===== src/rtl/sbpe_pkg.sv =====
// ----------------------------------------------------------------------------
// sbpe_pkg - scanline byte pixel expander shared types
// Transaction and pixel bundle types, line control bit positions, palette constants.
// ----------------------------------------------------------------------------
package sbpe_pkg;

   localparam int PIXEL_W   = 9;
   localparam int NIBBLE_W  = 4;
   localparam int BYTE_W    = 8;

   localparam int CTL_MODE640_BIT = 7;
   localparam int CTL_FILL_BIT    = 5;

   localparam logic [PIXEL_W-1:0] PALETTE_OFFSET = 9'd16;

   localparam logic ACTION_BORDER = 1'b0;
   localparam logic ACTION_VIDEO  = 1'b1;

   typedef logic [PIXEL_W-1:0] pixel_type;

   typedef struct packed {
      logic                action;
      logic [BYTE_W-1:0]   video_byte;
      logic [BYTE_W-1:0]   line_control;
      logic                line_start;
   } req_item_type;

   typedef struct packed {
      pixel_type pixel_a;
      pixel_type pixel_b;
      pixel_type pixel_c;
      pixel_type pixel_d;
   } pixel_set_type;

endpackage


===== src/rtl/sbpe_decode.sv =====
// ----------------------------------------------------------------------------
// sbpe_decode - byte slot to pixel decoder
// Turns one registered slot into four colour indices and the next fill nibble.
// ----------------------------------------------------------------------------
module sbpe_decode (
   input  sbpe_pkg::req_item_type               item,
   input  logic [sbpe_pkg::NIBBLE_W-1:0]        fill_nibble,
   input  logic [sbpe_pkg::NIBBLE_W-1:0]        border_color,
   output sbpe_pkg::pixel_set_type              pixels,
   output logic [sbpe_pkg::NIBBLE_W-1:0]        fill_next
);

   logic [sbpe_pkg::NIBBLE_W-1:0] fill_eff;
   logic [sbpe_pkg::NIBBLE_W-1:0] hi_nib;
   logic [sbpe_pkg::NIBBLE_W-1:0] lo_nib;
   logic [sbpe_pkg::NIBBLE_W-1:0] hi_col;
   logic [sbpe_pkg::NIBBLE_W-1:0] lo_col;
   logic                          fill_on;
   sbpe_pkg::pixel_type           base;
   sbpe_pkg::pixel_type           border_px;

   always_comb begin
      fill_eff  = item.line_start ? '0 : fill_nibble;
      fill_on   = item.line_control[sbpe_pkg::CTL_FILL_BIT];
      base      = {1'b0, item.line_control[3:0], 4'b0000} + sbpe_pkg::PALETTE_OFFSET;
      border_px = {5'b00000, border_color};
      hi_nib    = item.video_byte[7:4];
      lo_nib    = item.video_byte[3:0];
      // zero nibble under fill repeats the remembered one
      hi_col    = (fill_on && (hi_nib == '0)) ? fill_eff : hi_nib;
      lo_col    = (fill_on && (lo_nib == '0)) ? hi_col : lo_nib;
      fill_next = fill_eff;

      if (item.action == sbpe_pkg::ACTION_BORDER) begin
         pixels.pixel_a = border_px;
         pixels.pixel_b = border_px;
         pixels.pixel_c = border_px;
         pixels.pixel_d = border_px;
      end else if (item.line_control[sbpe_pkg::CTL_MODE640_BIT]) begin
         pixels.pixel_a = base + {7'd0, item.video_byte[7:6]};
         pixels.pixel_b = base + 9'd4  + {7'd0, item.video_byte[5:4]};
         pixels.pixel_c = base + 9'd8  + {7'd0, item.video_byte[3:2]};
         pixels.pixel_d = base + 9'd12 + {7'd0, item.video_byte[1:0]};
      end else begin
         pixels.pixel_a = base + {5'd0, hi_col};
         pixels.pixel_b = pixels.pixel_a;
         pixels.pixel_c = base + {5'd0, lo_col};
         pixels.pixel_d = pixels.pixel_c;
         fill_next      = lo_col;
      end
   end

endmodule


===== src/rtl/scanline_byte_pixel_expander_top.sv =====
// ----------------------------------------------------------------------------
// scanline_byte_pixel_expander_top - byte slot to four pixel expander
// Input register, decoder and result register with fill nibble state.
// ----------------------------------------------------------------------------
// Usage:
//   req_* carries one slot transaction (border or video byte with its line
//   control byte and line start flag) under req_valid/req_ready.
//   rsp_* returns four colour indices per slot under rsp_valid/rsp_ready.
//   csr_wr_en/csr_wr_data set the border colour; write only while idle.
// Path: an accepted slot enters the input register and moves on into the
//   result register, where rsp_valid rises; a stall can hold it in between.
// Throughput: one transaction per cycle while rsp_ready is high; the decoder
//   between the two registers is a single pass of adders and multiplexers.
// The fill nibble is updated as each slot moves into the result register,
//   so slots see it strictly in order.
// Reset: both stages empty, fill nibble and border colour cleared.
// Stall: with rsp_ready low the result holds, the input register keeps one
//   more transaction, and req_ready drops once both stages are full.
// ----------------------------------------------------------------------------
module scanline_byte_pixel_expander_top (
   input  logic                           clock,
   input  logic                           reset,
   input  logic                           req_valid,
   output logic                           req_ready,
   input  logic                           req_action,
   input  logic [sbpe_pkg::BYTE_W-1:0]    req_video_byte,
   input  logic [sbpe_pkg::BYTE_W-1:0]    req_line_control,
   input  logic                           req_line_start,
   output logic                           rsp_valid,
   input  logic                           rsp_ready,
   output logic [sbpe_pkg::PIXEL_W-1:0]   rsp_pixel_a,
   output logic [sbpe_pkg::PIXEL_W-1:0]   rsp_pixel_b,
   output logic [sbpe_pkg::PIXEL_W-1:0]   rsp_pixel_c,
   output logic [sbpe_pkg::PIXEL_W-1:0]   rsp_pixel_d,
   input  logic                           csr_wr_en,
   input  logic [sbpe_pkg::NIBBLE_W-1:0]  csr_wr_data
);

   sbpe_pkg::req_item_type        item_ff;
   sbpe_pkg::req_item_type        item_in;
   logic                          item_valid_ff;
   logic                          item_valid_in;
   sbpe_pkg::pixel_set_type       rsp_ff;
   sbpe_pkg::pixel_set_type       rsp_in;
   logic                          rsp_valid_ff;
   logic                          rsp_valid_in;
   logic [sbpe_pkg::NIBBLE_W-1:0] fill_ff;
   logic [sbpe_pkg::NIBBLE_W-1:0] fill_in;
   logic [sbpe_pkg::NIBBLE_W-1:0] border_ff;
   logic [sbpe_pkg::NIBBLE_W-1:0] border_in;
   sbpe_pkg::pixel_set_type       dec_pixels;
   logic [sbpe_pkg::NIBBLE_W-1:0] dec_fill;
   logic                          advance;
   logic                          req_take;

   sbpe_decode u_decode (
      .item         (item_ff),
      .fill_nibble  (fill_ff),
      .border_color (border_ff),
      .pixels       (dec_pixels),
      .fill_next    (dec_fill)
   );

   always_comb begin
      advance   = !rsp_valid_ff || rsp_ready;
      req_ready = !item_valid_ff || advance;
      req_take  = req_valid && req_ready;

      item_in.action       = req_action;
      item_in.video_byte   = req_video_byte;
      item_in.line_control = req_line_control;
      item_in.line_start   = req_line_start;
      item_valid_in        = req_take || (item_valid_ff && !advance);

      rsp_in       = dec_pixels;
      rsp_valid_in = advance ? item_valid_ff : rsp_valid_ff;
      fill_in      = (advance && item_valid_ff) ? dec_fill : fill_ff;
      border_in    = csr_wr_en ? csr_wr_data : border_ff;
   end

   always_ff @(posedge clock) begin
      if (reset) begin
         item_valid_ff <= 1'b0;
         rsp_valid_ff  <= 1'b0;
         fill_ff       <= '0;
         border_ff     <= '0;
      end else begin
         item_valid_ff <= item_valid_in;
         rsp_valid_ff  <= rsp_valid_in;
         fill_ff       <= fill_in;
         border_ff     <= border_in;
      end
   end

   always_ff @(posedge clock) begin
      if (req_take) begin
         item_ff <= item_in;
      end
      if (advance && item_valid_ff) begin
         rsp_ff <= rsp_in;
      end
   end

   assign rsp_valid   = rsp_valid_ff;
   assign rsp_pixel_a = rsp_ff.pixel_a;
   assign rsp_pixel_b = rsp_ff.pixel_b;
   assign rsp_pixel_c = rsp_ff.pixel_c;
   assign rsp_pixel_d = rsp_ff.pixel_d;

endmodule


===== config.mk =====
export PLATFORM = sky130hd
export DESIGN_NAME = scanline_byte_pixel_expander_top
export DESIGN_NICKNAME = d
export VERILOG_FILES = /design/src/rtl/sbpe_pkg.sv /design/src/rtl/sbpe_decode.sv /design/src/rtl/scanline_byte_pixel_expander_top.sv
export SDC_FILE = /design/constraint.sdc
export NUM_CORES = 1
export LEC_CHECK = 0
export ABC_AREA = 0
export BUFFER_PORTS_ARGS = -buffer_cell sky130_fd_sc_hd__clkbuf_2
export CORE_MARGIN = 1
export CORE_UTILIZATION = 40
export CTS_BUF_LIST = sky130_fd_sc_hd__clkbuf_2 sky130_fd_sc_hd__clkbuf_4 sky130_fd_sc_hd__clkbuf_8
export CTS_CLUSTER_DIAMETER = 50
export DETAILED_ROUTE_END_ITERATION = 12
export GPL_TIMING_DRIVEN = 0
export PLACE_DENSITY_LB_ADDON = 0.12
export SKIP_LAST_GASP = 1
export SLEW_MARGIN = 30
export SYNTH_ARGS = -nofsm -noshare
export SYNTH_HDL_FRONTEND = slang
export SYNTH_SLANG_ARGS = --single-unit

===== constraint.sdc =====
create_clock -name clock -period 1.5 [get_ports clock]
set_input_delay 0.3 -clock clock [delete_from_list [all_inputs] [get_ports clock]]
set_output_delay 0.3 -clock clock [all_outputs]
set_load 0.005 [all_outputs]

# == Word level (Yosys, flattened, before mapping) ==
# Cells that the tools add are included.
# word_totals
reg_bits,64
wordCells,46
out_inout_bits,38
# op_classes
reduce_logical,13
n_mux,7
n_addsub,10
# op_table
cell,n
9-bit by 2-bit adder with 9-bit output,4
36-bit two-way mux,1
31-bit two-way mux,1
4-bit two-way mux,5
9-bit by 4-bit adder with 9-bit output,2
"9-bit by 4-bit adder with 9-bit output, second input constant",2
"8-bit by 5-bit adder with 9-bit output, second input constant",1
"9-bit by 3-bit adder with 9-bit output, second input constant",1
4-bit zero test,2
1-bit logical AND,5
1-bit zero test,3
1-bit logical OR,3

# == Longest topological paths before layout ==
# logic_depth
depth_word,7
ltp_mapped,6

# == Cells and area by module ==
# Synthesis repeated with hierarchy kept, for this count alone.
# hier_totals
cells_unflattened,184
area_unflattened_um2,2636.3
# by_module_without_submodules
module,cells_each,instances,seq_area_each_um2,area_each_um2
scanline_byte_pixel_expander_top,95,1,1821.7,2035.7
sbpe_decode,89,1,0.0,600.6

# == Worst setup path after synthesis ==
# Ideal clock, no wire load.
# synth_timing
path_kind,reg-to-reg
start,"register rsp_valid_ff, in the netlist rsp_valid"
end,register fill_ff[0] (netlist bit)
path_buffers,0
arrival_time_ns,1.431
required_ns,1.412
setup_ns,0.088
slack_ns,-0.019
synth_period_minus_slack_ns,1.519
stages_incl_launch_ff,6
cell_sequence,dfxtp_1 -> nor2b_1 -> nand2b_1 -> inv_1 -> nor2_1 -> a311oi_2
# synth_between
elab_chain_cells,3
# synth_lines
element,line_no,source
start: declaration,scanline_byte_pixel_expander_top.sv:45,logic rsp_valid_ff;
start signal: assignment,scanline_byte_pixel_expander_top.sv:89,rsp_valid_ff <= rsp_valid_in;
1-bit zero test,scanline_byte_pixel_expander_top.sv:65,advance = !rsp_valid_ff || rsp_ready;
1-bit logical OR,scanline_byte_pixel_expander_top.sv:65,
1-bit logical AND,scanline_byte_pixel_expander_top.sv:77,fill_in = (advance && item_valid_ff) ? dec_fill : fill_ff;
end signal: assignment,scanline_byte_pixel_expander_top.sv:90,fill_ff <= fill_in;
end: declaration,scanline_byte_pixel_expander_top.sv:47,logic [sbpe_pkg::NIBBLE_W-1:0] fill_ff;
# No other way between the ends.
# A chain may end at the register's enable or synchronous reset.

==> summary.md <==
| Metric | Value |
|---|---|
| Final hold violations | 0 |
| Critical path class | register to register |
| Final setup margin | -66.2 ps |
| Number of flops mapped to enable cells by yosys | 35 |
| Number of vias per cell | 4.81 |
| Max-slew headroom | 61.6% |
| Max VDD drop | around 0.00063 V |
| Startpoint Class | register |
| Placed cell areas | between 2000 and 2500 sq um |
| Status | complete, but fails checks |
| Die Y | 74.2 microns |
| First-pass GRT wire length | around 6.4 mm |
| Root buffer cell | clkbuf_8 |
| First DRT Iteration DRCs | 66 |
| Via count of the first global-routing pass | 1324 |
| Fin crit share | 104% |
| Seq/Total Area, Yosys | between 60% and 70% |
| Syn-to-layout area delta | 29.2% |
| Hold Buf Count CTS | 0 |
| Insertion delay to the later sink of the worst-skew pair | 290 ps |
| H-Tree Depth | 2 |
| Drt total wl | a little over 4 mm |
| Clock power share | 33.3% |
| CORE AREA | 4880 sq um |
| Via count | 1501 |
| Final setup violation count | 6 |
| Synth warnings | 0 |
| Die W | about 74 microns |
| Crit Path Max Fanout | 5 |
| Failing checks | negative setup slack |
| Global route overflow | 0 |
| Max-Cap Viols | 0 |
| Share of cells above drive strength 1 | 46.9% |
| Post-synth net total | 197 |
| Synth cell types | 37 |
| Worst hold endpoint | item_ff[4] |
| Commonest non-fill, non-tap cell in the layout | clkbuf_2 |
| Hold Path Depth | 1 |
| Gate count of the mapped netlist | between 150 and 200 |
| CTS tree | yes |
| Antenna violations before repair | 0 |
| CTS Buffer Depth | 2 |
| Routed Antenna Nets | 0 |
| Power Internal | 2110 uW |
| Number of synthesized register bits | 45 |
| Worst Tran Pin Value | 577 ps |
| Total GRT Usage | 16.1% |
| # IOs | 65 |
| Clock sinks | 45 |
| R2r worst-path depth | 4 |
| Largest net degree at the start of global routing | 17 |
| Iteration count of the initial detailed-routing pass | 4 |
| Max frequency | 638 MHz |
| ANT cells | 0 |
| DR WL/cell | approximately 13 microns |
| Power per cell area | 1000 nW/um^2 |
| Setup Skew | 3.14 ps |
| Slew Viols, Final | 0 |
| Routability Congestion | 0.769 |
| Slowest stage delay, CP | about 500 ps |
| Clock slew at reported path FFs | approximately 80 ps |
| Mean Syn Cell Area | about 12 sq um |
| RSZ-0062 raised after global routing | yes |
| Sw Share | 22.1% |
| Asr flop ratio synth | 0% |
| DRC viols | 0 |
| Fillcell total | 458 |
| Synth Cell Area | 2080 sq um |
| Switching power | slightly below 600 uW |
| # rows | 25 |
| R2R Path End | rsp_pixel_c[3] |
| Min Tclk post-route | 1570 ps |
| Ys flop type | edfxtp_1 |
| WP data arrival | 1620 ps |
| Critical hold path startpoint | req_line_control[3] |
| Reg2Reg Launch Point | item_ff[6] |
| CTS Buf Count | 5 |
| Most frequent cells in the layout | 60 x clkbuf_2, 35 x edfxtp_1, 23 x buf_4 |
| Hold Crit Class | input port to register |
| Leakage | about 0.0011 uW |
| Combinational share of power | 11.8% |
| Final Cell Area | 2690 sq um |
| HPWL after DPL | 2.87 mm |
| Crit end category | register |
| Initial Util | 42.7% |
| Nets | 272 |
| Post-layout utilization of the core | 55.2% |
| I/O Buffers | 60 |
| CP Cell Sequence | nor4b_4 > buf_4 > a2111o_1 > o211a_1 |
| Critical path's slowest cell | edfxtp_1 |
| Die area | 5500 sq um |
| Flop2flop setup slack | -70 ps |
| Sequential power share | 54.9% |
| Worst Path Required | around 1600 ps |
[metal layers]
layer | routed length (microns) | share of wire [%] | up-vias | track usage (%)
met3 | 264 | 6.5 | 6 | 4.47
met4 | 64 | 1.6 | 0 | 7.48
met2 | 1920 | 47 | 54 | 24.0
met5 | 0 | 0 | - | 0
li1 | - | - | 742 | -
met1 | 1810 | 45 | 699 | 21.8
[logic make-up (layout without fill, tap and decap cells)]
group / Yosys count / count (layout) / share of synthesized area [%]
compound gates: 30 / 30 / 9.96
xor+xnor: 2 / 2 / 0.840
fa+ha+maj: 1 / 1 / 0.600
buf+inv: 27 / 103 / 8.64
flops: 45 / 45 / 60.0
mux: 7 / 7 / 3.42
simple gates: 57 / 57 / 16.5
[through the flow]
stage               hold slack, ps  setup slack [ps]  cells  total power [uW]  setup TNS (ps)
floorplan                      399              47.0    169              1680               0
global placement               439              -228    296              1800           -4490
detailed placement             449              -227    296              1810           -4280
CTS                            162             -58.4    310              2720            -119
global route                   159              -168    312              2820           -1430
finish                         177             -66.2    312              2710            -197
[layout make-up]
class	instances	area (sq um)	share of cell area [%]
clock inverters	2	35.0	1.30
plain buffers	23	165	6.13
repair inverters	1	7.51	0.279
multi-input cells	97	691	25.6
flip-flops and latches	45	1250	46.4
inverters	4	18.8	0.697
clock buffers	6	76.3	2.83
well taps	67	83.8	3.11
repair buffers	67	365	13.6
[critical path, delay by kind of cell, from the launching register on]
family	cells	cell delay [ps]
compound gates	2	500
flops	1	490
simple gates	1	180
buf+inv	1	140
[cells in the mapped netlist, drive strengths merged (2+ instances only)]
cell type,n,area share [%]
a21o,2,0.72
a41o,2,0.96
inv,4,0.72
o21ai,9,2.2
dfxtp,10,9.6
a311oi,2,1.4
o211ai,2,0.72
and2,5,1.6
mux2i,6,2.9
clkbuf,4,0.72
edfxtp,35,50
nor2b,4,1.2
nor4b,2,2.3
nor2,20,3.6
a31oi,2,0.60
nand2,8,1.4
nand3,5,1.7
nor3b,3,1.1
buf,19,7.2
a21oi,8,1.9
nand2b,5,1.5
[state kept, by name, indices dropped and copies added (netlist names)]
signal and cells:
item_valid_ff 1, rsp_pixel_b 3, item_ff 16, rsp_pixel_c 4, fill_ff 4, rsp_pixel_d 3
rsp_valid 1, border_ff 4, rsp_pixel_a 9
[power groups by stage]
stage	logic, uW	clock network, uW	registers [uW]
3_5_place_dp	291	0	1510
5_1_grt	356	963	1500
6_report	320	900	1480
3_3_place_gp	289	0	1510
4_1_cts	315	925	1480
2_1_floorplan	178	0	1500
[how the worst max path moves through the flow]
stage,startpoint,slack [ps],endpoint
finish,item_ff[6],-70,rsp_pixel_c[3]
global route,item_ff[15],-170,fill_ff[0]
global placement,rsp_ready,-230,fill_ff[0]
floorplan,rsp_valid,50,fill_ff[0]
CTS,item_ff[15],-60,rsp_pixel_b[0]
detailed placement,rsp_ready,-230,fill_ff[1]
[what timing repair did]
action / 4_1_cts / 5_1_grt
pin swaps: 2 / 6
resized for setup: 4 / 5
endpoints found under the setup margin: 26 / 52
cloned: 1 / 0
buffers inserted: 5 / 2
No activity file was read; power rests on OpenSTA's default activity.
